--- src/hw/rtl/mss_pkg.sv ---
`timescale 1ns / 1ps
// ----------------------------------------------------------------------------
// mss_pkg: shared types and constants of the Morton split search block
// Field widths, mode codes and the status word of the code comparator.
// ----------------------------------------------------------------------------
package mss_pkg;

  localparam int IDX_W     = 10;  // width of every table index field
  localparam int CODE_IN_W = 32;  // width of the code field on the input stream

  localparam logic MODE_WRITE = 1'b0;
  localparam logic MODE_QUERY = 1'b1;

  // Result of comparing one table code against the first code of a range.
  typedef struct packed {
    logic codes_equal;    // both codes are identical
    logic longer_prefix;  // shares more leading bits than the reference xor
  } mss_cmp_t;

endpackage

--- src/hw/rtl/mss_prefix_cmp.sv ---
`timescale 1ns / 1ps
// ----------------------------------------------------------------------------
// mss_prefix_cmp: common-prefix comparator for Morton codes
// Tells whether two codes are equal and whether their xor has its top set
// bit below that of a reference xor, which is a leading-zero comparison
// done with two magnitude compares instead of two priority encoders.
// ----------------------------------------------------------------------------
module mss_prefix_cmp #(
  parameter int W = 32
) (
  input  logic [W-1:0]      base_i,
  input  logic [W-1:0]      probe_i,
  input  logic [W-1:0]      ref_i,
  output mss_pkg::mss_cmp_t cmp_o
);
  import mss_pkg::*;

  logic [W-1:0] diff;

  assign diff = base_i ^ probe_i;

  // The top set bit of diff lies below that of ref_i exactly when diff is
  // smaller than ref_i and also smaller than diff ^ ref_i.
  assign cmp_o.codes_equal   = (diff == '0);
  assign cmp_o.longer_prefix = (diff < ref_i) && (diff < (diff ^ ref_i));

endmodule
--- config.mk ---
export PLATFORM = sky130hd
export DESIGN_NAME = mss_prefix_cmp
export DESIGN_NICKNAME = d
export VERILOG_FILES = /design/src/hw/rtl/mss_pkg.sv /design/src/hw/rtl/mss_prefix_cmp.sv
export SDC_FILE = /design/constraint.sdc
export NUM_CORES = 1
export LEC_CHECK = 0
export ABC_CLOCK_PERIOD_IN_PS = 1900
export BUFFER_PORTS_ARGS = -buffer_cell sky130_fd_sc_hd__clkbuf_2
export CORE_MARGIN = 2
export CORE_UTILIZATION = 40
export DETAILED_ROUTE_END_ITERATION = 10
export GPL_TIMING_DRIVEN = 0
export PLACE_DENSITY = 0.81
export SLEW_MARGIN = 10
export SYNTH_ARGS = -nofsm -noshare
export SYNTH_HDL_FRONTEND = slang
export SYNTH_SLANG_ARGS = --single-unit
--- constraint.sdc ---
create_clock -name vclk -period 1.9
set_input_delay 0.19 -clock vclk [all_inputs]
set_output_delay 0.19 -clock vclk [all_outputs]
set_load 0.01 [all_outputs]
==> insert_results.sql, run 1 <==
INSERT INTO impl_metrics (metric_group, metric, value, unit) VALUES
('die', 'fp.dieArea', '4543', 'µm²'),
('yosys', 'synth-warning-count', '0', ''),
('yosys', 'syn-instance-count', '219', ''),
('worst_setup_path', 'crit_fanout', '3', ''),
('layout', 'utilization', '61.92', '%'),
('grt', 'antenna_found_initial', '0', ''),
('power', 'p_leak', '1.358', 'nW'),
('clock_network', 'cts_hold_buffers', '0', ''),
('sta', 'hold_violations', '0', ''),
('detailed_routing', 'drc_errors', '0', ''),
('yosys', 'synth_sequential_area_ratio', '0', '%'),
('layout', 'final_common_cell', 'clkbuf_2', ''),
('sta', 'finalCritPeriodShare', '120.2', '%'),
('flow_run', 'cap_viol_max_count', '0', ''),
('layout', 'fin_nets', '475', ''),
('grt', 'grt_first_pass_wirelength', '7155', 'µm'),
('yosys', 'netlist-cell-type-count', '29', ''),
('die', 'core_region_area', '3943', 'µm²'),
('sta', 'measured_slew_at_the_worst_slew_check_pin', '0.5474', 'ns'),
('yosys', 'mappedNetlistArea', '1608', 'µm²'),
('layout', 'num-fill-cells', '377', ''),
('yosys', 'synthesis.nets', '361', ''),
('detailed_routing', 'detail-route-antenna-nets', '0', ''),
('worst_setup_path', 'criticalPathCategory', 'in2out', ''),
('placed_design', 'detailed_place_hpwl', '3930', 'µm'),
('sta', 'finalSetupTns', '-0.3843', 'ns'),
('worst_setup_path', 'cp.required', '1.71', 'ns'),
('sta', 'setup_ws', '-0.3843', 'ns'),
('placed_design', 'dpl_worst_slack', '-0.4337', 'ns'),
('sta', 'period_minus_slack', '2.284', 'ns'),
('layout', 'seq_cells', '0', ''),
('sta', 'rsz0062_at_grt', 'yes', ''),
('status', 'failing_checks', 'setup timing', ''),
('sta', 'hold_ws', '0.9857', 'ns'),
('layout', 'antenna-diode-count', '0', ''),
('layout', 'layout_common_cells', 'clkbuf_2 (96), ha_1 (44), inv_1 (33)', ''),
('worst_setup_path', 'timing.critical_path.arrival', '2.09', 'ns'),
('grt', 'global_route.usage.total', '19.67', '%'),
('power', 'pwr_density_cell', '244.4', 'nW/µm²'),
('placed_design', 'final_gp_congestion', '0.8355', ''),
('yosys', 'syn-mean-instance-area', '7.342', 'µm²'),
('die', 'initial_core_util', '40.78', '%'),
('sta', 'fmaxAchievable', '437.8', 'MHz'),
('layout', 'clock_buffer_count', '0', ''),
('layout', 'register_area', '0', 'µm²'),
('die', 'fp.dieW', '67.40', 'µm'),
('detailed_routing', 'post_drt_via_cell_ratio', '5.029', ''),
('detailed_routing', 'routed_len_inst', '12.19', 'µm'),
('sta', 'slew_violations', '0', ''),
('power', 'max-vdd-ir-drop', '0.0001155', 'V'),
('hold_path', 'holdCritPathClass', 'in2out', ''),
('die', 'die_height', '67.40', 'µm'),
('grt', 'gr-total-overflow', '0', ''),
('sta', 'report.final.setup_viol', '1', ''),
('status', 'run_status', 'finished with violations', ''),
('layout', 'area_delta_synth_final', '51.83', '%'),
('worst_setup_path', 'crit_path_start_kind', 'primary input', ''),
('layout', 'post_route_cells_drive_above_1_share', '39.88', '%'),
('detailed_routing', 'drt_pre_antenna_iters', '4', ''),
('placed_design', 'numPortBuffers', '98', ''),
('detailed_routing', 'drtIter0Drc', '39', ''),
('die', 'num_rows', '23', ''),
('detailed_routing', 'totalWireLength', '4646', 'µm'),
('detailed_routing', 'num_vias', '1916', ''),
('die', 'io_pins', '98', ''),
('hold_path', 'holdPathStages', '7', ''),
('grt', 'grt_start_max_net_pins', '5', ''),
('grt', 'grt_pass1_vias', '1696', ''),
('worst_setup_path', 'setup.worst_path.end_class', 'output port', ''),
('sta', 'worst_slew_margin', '63.17', '%');
-- through the flow --
stage | instances | power [mW] | area [µm²]
3_3_place_gp | 367 | 0.4931 | 2197
4_1_cts | 376 | 0.5527 | 2341
6_report | 381 | 0.5965 | 2441
2_1_floorplan | 219 | 0.2998 | 1644
3_5_place_dp | 367 | 0.5085 | 2197
5_1_grt | 381 | 0.6672 | 2441
-- timing repair --
item,4_1_cts,5_1_grt
gates resized for setup,11,9
hold endpoints to repair,0,0
endpoints found under the setup margin,1,1
pin swaps,11,15
setup buffers,9,5
-- cell usage after synthesis --
cell type   n  area (µm²)
or4_4       1       11.26
o22ai_1     1       6.260
a221o_1     1       10.01
a32oi_1     1       8.760
a211o_1     1       8.760
o211ai_1    2       15.01
a211oi_1    1       7.510
nor2_1     14       52.55
nand3_1     6       30.03
o21ai_1     1       5.000
nor4_1     16       100.1
a2bb2o_1    1       10.01
o311ai_0    2       17.52
and3_1      1       6.260
nand4_1     8       50.05
o21ai_0    11       55.05
a31oi_1     2       12.51
o41ai_1     1       8.760
a21oi_1    14       70.07
nand2_1    10       37.54
or3_1       1       6.260
xor2_1     31       271.5
xnor2_1     1       8.760
nor3_1      3       15.01
o2111ai_1   2       17.52
ha_1       46       575.6
mux2i_1     6       60.06
inv_1      33       123.9
nor2b_1     1       6.260
-- worst max-delay path, stage by stage --
cell and delay (ns):
clkbuf_2 0.10, xor2_2 0.27, ha_4 0.26, nand4_1 0.14, nor2_1 0.06, a221o_1 0.31
a31oi_2 0.20, o311ai_4 0.14, nor4_4 0.23, buf_2 0.17
-- power breakdown --
| group | switching [mW] | leakage [nW] | internal (mW) |
|---|---|---|---|
| Clock | 0 | 0 | 0 |
| Sequential | 0 | 0 | 0 |
| Combinational | 0.312 | 1.36 | 0.284 |
| Total | 0.312 | 1.36 | 0.284 |
-- worst paths after layout --
check,slack [ns],endpoint,startpoint
setup / recovery,-0.38,cmp_o[0],base_i[28]
hold / removal,0.99,cmp_o[1],base_i[0]
-- per-layer routing --
layer	vias to the layer above	global-route usage [%]	wire (µm)
met5	-	0	0
met4	0	1.531	23
met3	2	0.3333	242
met2	65	37.62	2381
met1	844	25.42	1999
li1	1005	-	-
-- cell families after synthesis --
group                      count (synthesis)  synth area share [%]
adders and majority gates                 46                 35.80
buffers and inverters                     33                 7.704
muxes                                      6                 3.736
and+or+nand+nor                           61                 19.61
xor gates and xnor gates                  32                 17.43
AOI/OAI and AO/OA                         41                 15.72
-- final cells by class --
class	instances	area [µm²]	area share, %
Tap cell	50	62.56	2.563
Multi-Input combinational cell	186	1653	67.71
Inverter	33	123.9	5.074
Timing Repair Buffer	112	601.8	24.65
Power figures use the tool's default switching activity.
==> run 2, diff against run 1 <==
--- a/config.mk
+++ b/config.mk
@@ -5,13 +5,16 @@
 export SDC_FILE = /design/constraint.sdc
 export NUM_CORES = 1
 export LEC_CHECK = 0
-export ABC_CLOCK_PERIOD_IN_PS = 1900
+export ABC_AREA = 1
+export ABC_CLOCK_PERIOD_IN_PS = 2100
 export BUFFER_PORTS_ARGS = -buffer_cell sky130_fd_sc_hd__clkbuf_2
+export CELL_PAD_IN_SITES_DETAIL_PLACEMENT = 2
+export CELL_PAD_IN_SITES_GLOBAL_PLACEMENT = 2
 export CORE_MARGIN = 2
-export CORE_UTILIZATION = 40
+export CORE_UTILIZATION = 20
 export DETAILED_ROUTE_END_ITERATION = 10
 export GPL_TIMING_DRIVEN = 0
-export PLACE_DENSITY = 0.81
+export PLACE_DENSITY = 0.82
 export SLEW_MARGIN = 10
 export SYNTH_ARGS = -nofsm -noshare
 export SYNTH_HDL_FRONTEND = slang
==> constraint.sdc (replaced) <==
create_clock -name vclk -period 2.1
set_input_delay 0.21 -clock vclk [all_inputs]
set_output_delay 0.21 -clock vclk [all_outputs]
set_load 0.01 [all_outputs]
==> insert_results.sql, run 2 <==
INSERT INTO impl_metrics (metric_group, metric, value, unit) VALUES
('hold_path', 'holdCritPathClass', 'in2out', ''),
('layout', 'register_area', '0', 'µm²'),
('die', 'num_rows', '34', ''),
('sta', 'period_minus_slack', '1.976', 'ns'),
('sta', 'slew_violations', '0', ''),
('worst_setup_path', 'cp.required', '1.89', 'ns'),
('detailed_routing', 'drc_errors', '0', ''),
('status', 'run_status', 'finished clean', ''),
('power', 'clkPwrFrac', '0', '%'),
('yosys', 'synth-warning-count', '0', ''),
('hold_path', 'holdPathStages', '7', ''),
('hold_path', 'hold_path_startpoint', 'base_i[13]', ''),
('worst_setup_path', 'setup.worst_path.end_class', 'output port', ''),
('layout', 'layout_common_cells', 'clkbuf_2 (97), inv_1 (62), nand2_1 (61)', ''),
('yosys', 'library_cell_with_the_highest_instance_count_after_synthesis', 'inv_1', ''),
('worst_setup_path', 'criticalPathCategory', 'in2out', ''),
('yosys', 'synth_sequential_area_ratio', '0', '%'),
('layout', 'final_common_cell', 'clkbuf_2', ''),
('power', 'internal_pwr_total', '275.3', 'µW'),
('grt', 'grt_start_max_net_pins', '5', ''),
('die', 'io_pins', '98', ''),
('placed_design', 'place.detailed.instances', '506', ''),
('power', 'p_sw', '337.1', 'µW'),
('worst_setup_path', 'cpMaxStageDelayCell', 'ha_4', ''),
('worst_setup_path', 'timing.critical_path.arrival', '1.77', 'ns'),
('grt', 'global_route.usage.total', '13.09', '%'),
('flow_run', 'cap_viol_max_count', '0', ''),
('power', 'share_comb_of_total_power', '100.0', '%'),
('layout', 'fin_nets', '544', ''),
('yosys', 'netlist-cell-type-count', '25', ''),
('yosys', 'post_synth_fa_ha_maj_area_fraction', '31.57', '%'),
('detailed_routing', 'num_vias', '2272', ''),
('yosys', 'syn-mean-instance-area', '6.077', 'µm²'),
('layout', 'antenna-diode-count', '0', ''),
('layout', 'finalInstanceArea', '2651', 'µm²'),
('placed_design', 'numPortBuffers', '98', ''),
('die', 'fp.dieW', '99.47', 'µm'),
('sta', 'report.final.setup_viol', '0', ''),
('worst_setup_path', 'path_buf_inv', '3', ''),
('power', 'share_seq_of_total_power', '0', '%'),
('worst_setup_path', 'crit_fanout', '2', ''),
('die', 'die_height', '99.47', 'µm'),
('layout', 'layout.cells.non_filler', '508', ''),
('grt', 'grt_pass1_vias', '2543', ''),
('die', 'core_region_area', '8763', 'µm²'),
('layout', 'clock_buffer_count', '0', ''),
('sta', 'worst_slew_margin', '73.59', '%'),
('yosys', 'yosys.area.top_type', 'ha_1', ''),
('sta', 'finalCritPeriodShare', '94.10', '%'),
('layout', 'post_route_cells_drive_above_1_share', '33.25', '%'),
('die', 'fp.dieArea', '9894', 'µm²'),
('yosys', 'fraction_of_the_mapped_netlist_area_in_compound_gates', '9.403', '%'),
('worst_setup_path', 'cp_top_family', 'simple AND/OR/NAND/NOR gates', ''),
('worst_setup_path', 'crit_path_start_kind', 'primary input', ''),
('yosys', 'syn-instance-count', '300', ''),
('sta', 'hold_violations', '0', ''),
('yosys', 'synth_top_family_by_area', 'adder cells', ''),
('placed_design', 'detailed_place_hpwl', '6089', 'µm'),
('yosys', 'post_synth_mux_area_share', '1.098', '%'),
('layout', 'area_delta_synth_final', '45.44', '%'),
('layout', 'multiInputGateArea', '1763', 'µm²'),
('layout', 'seq_cells', '0', ''),
('detailed_routing', 'drt_pre_antenna_iters', '2', ''),
('placed_design', 'final_gp_congestion', '0.8123', ''),
('yosys', 'netlist_top_cells_area', 'ha_1 (32%), inv_1 (14%), nand2_1 (13%)', ''),
('detailed_routing', 'detail-route-antenna-nets', '0', ''),
('worst_setup_path', 'worst_path_largest_cell_delay', '0.23', 'ns'),
('power', 'switching_share', '55.05', '%'),
('detailed_routing', 'routed_len_inst', '12.97', 'µm'),
('worst_setup_path', 'cp_cell_sequence', 'clkbuf_2 -> xnor2_2 -> inv_1 -> ha_4 -> a21oi_1 -> o21ai_1 -> nand2_1 -> nand3_1 -> nor2_1 -> nand2_1 -> nor2_1 -> nand2_1 -> nor2_1 -> buf_2', ''),
('power', 'max-vdd-ir-drop', '0.00006476', 'V'),
('grt', 'grt_first_pass_wirelength', '11030', 'µm'),
('power', 'pwr_density_cell', '231.0', 'nW/µm²'),
('die', 'initial_core_util', '20.80', '%'),
('power', 'p_leak', '1.553', 'nW'),
('yosys', 'synthTopCellsByCount', 'inv_1 (66), nand2_1 (64), ha_1 (46)', ''),
('placed_design', 'place_area', '2449', 'µm²'),
('yosys', 'synthesis.nets', '442', ''),
('yosys', 'synthDominantCellAreaShare', '31.57', '%'),
('sta', 'measured_slew_at_the_worst_slew_check_pin', '0.3906', 'ns'),
('detailed_routing', 'post_drt_via_cell_ratio', '4.472', ''),
('detailed_routing', 'totalWireLength', '6587', 'µm'),
('hold_path', 'hold_path_endpoint', 'cmp_o[1]', ''),
('yosys', 'synth_area_in_xor_xnor', '14.41', '%'),
('sta', 'fmaxAchievable', '506.0', 'MHz'),
('layout', 'num-fill-cells', '1104', ''),
('yosys', 'mappedNetlistArea', '1823', 'µm²'),
('detailed_routing', 'drtIter0Drc', '10', ''),
('yosys', 'synthSimpleGateAreaFrac', '29.92', '%'),
('grt', 'gr-total-overflow', '0', ''),
('grt', 'antenna_found_initial', '0', '');
## run 2: worst max path at each step
stage	endpoint	cells after the start	start
after floorplan	cmp_o[0]	11	probe_i[31]
after CTS	cmp_o[0]	14	probe_i[25]
after global routing	cmp_o[0]	14	probe_i[27]
after global placement	cmp_o[0]	10	probe_i[31]
after detailed placement	cmp_o[0]	10	probe_i[31]
final	cmp_o[0]	14	probe_i[27]
## run 2: power by group through the flow
stage,logic (mW),registers [mW],clock network (mW)
after floorplan,0.317,0,0
after global placement,0.512,0,0
final,0.612,0,0
after CTS,0.555,0,0
after global routing,0.708,0,0
after detailed placement,0.545,0,0
## run 2: layout make-up
cell class | count | share of cell area (%)
Inverter | 66 | 9.344
Timing Repair Buffer | 100 | 19.07
Multi-Input combinational cell | 234 | 66.49
Tap cell | 108 | 5.097
## run 2: tightest hold or removal path: stages
cell and delay (ns):
clkbuf_2 0.08, xnor2_1 0.05, inv_1 0.09, nor4_1 0.06, nand4_1 0.07, nor2_1 0.04, clkbuf_2 0.12
## run 2: per-stage QoR
stage	TNS, ns	worst slack [ns]	hold WS (ns)	utilization, %	total power [mW]
5_1_grt	-0.02145	-0.02145	1.025	30.25	0.7083
6_report	0	0.1239	0.9422	30.25	0.6123
2_1_floorplan	0	0.4182	0.6613	-	0.3166
4_1_cts	0	0.001136	0.9615	28.18	0.5546
3_3_place_gp	-0.1390	-0.1390	0.9478	27.94	0.5117
3_5_place_dp	-0.1397	-0.1397	0.9610	27.94	0.5448
## run 2: what timing repair did
item                                    4_1_cts  5_1_grt
endpoints found under the setup margin        1        1
gates resized for setup                       3       30
hold buffers                                  0        0
setup buffers                                 0        2
pin swaps                                     0       10
## run 2: cell families after synthesis
group / Yosys count
AO/OA/AOI/OAI: 31
buffers and inverters: 66
AND/OR/NAND/NOR: 125
multiplexers: 2
adder cells (fa/ha/maj): 46
XOR/XNOR: 30
## run 2: metal layers
metal / routed length, µm / global-route usage [%] / share of wire (%) / vias to the layer above
met1: 2603 / 14.93 / 40 / 1067
met4: 63 / 1.054 / 0.96 / 0
met3: 213 / 0.4919 / 3.2 / 6
met2: 3706 / 27.39 / 56 / 49
met5: 0 / 0 / 0 / -
li1: - / - / - / 1150
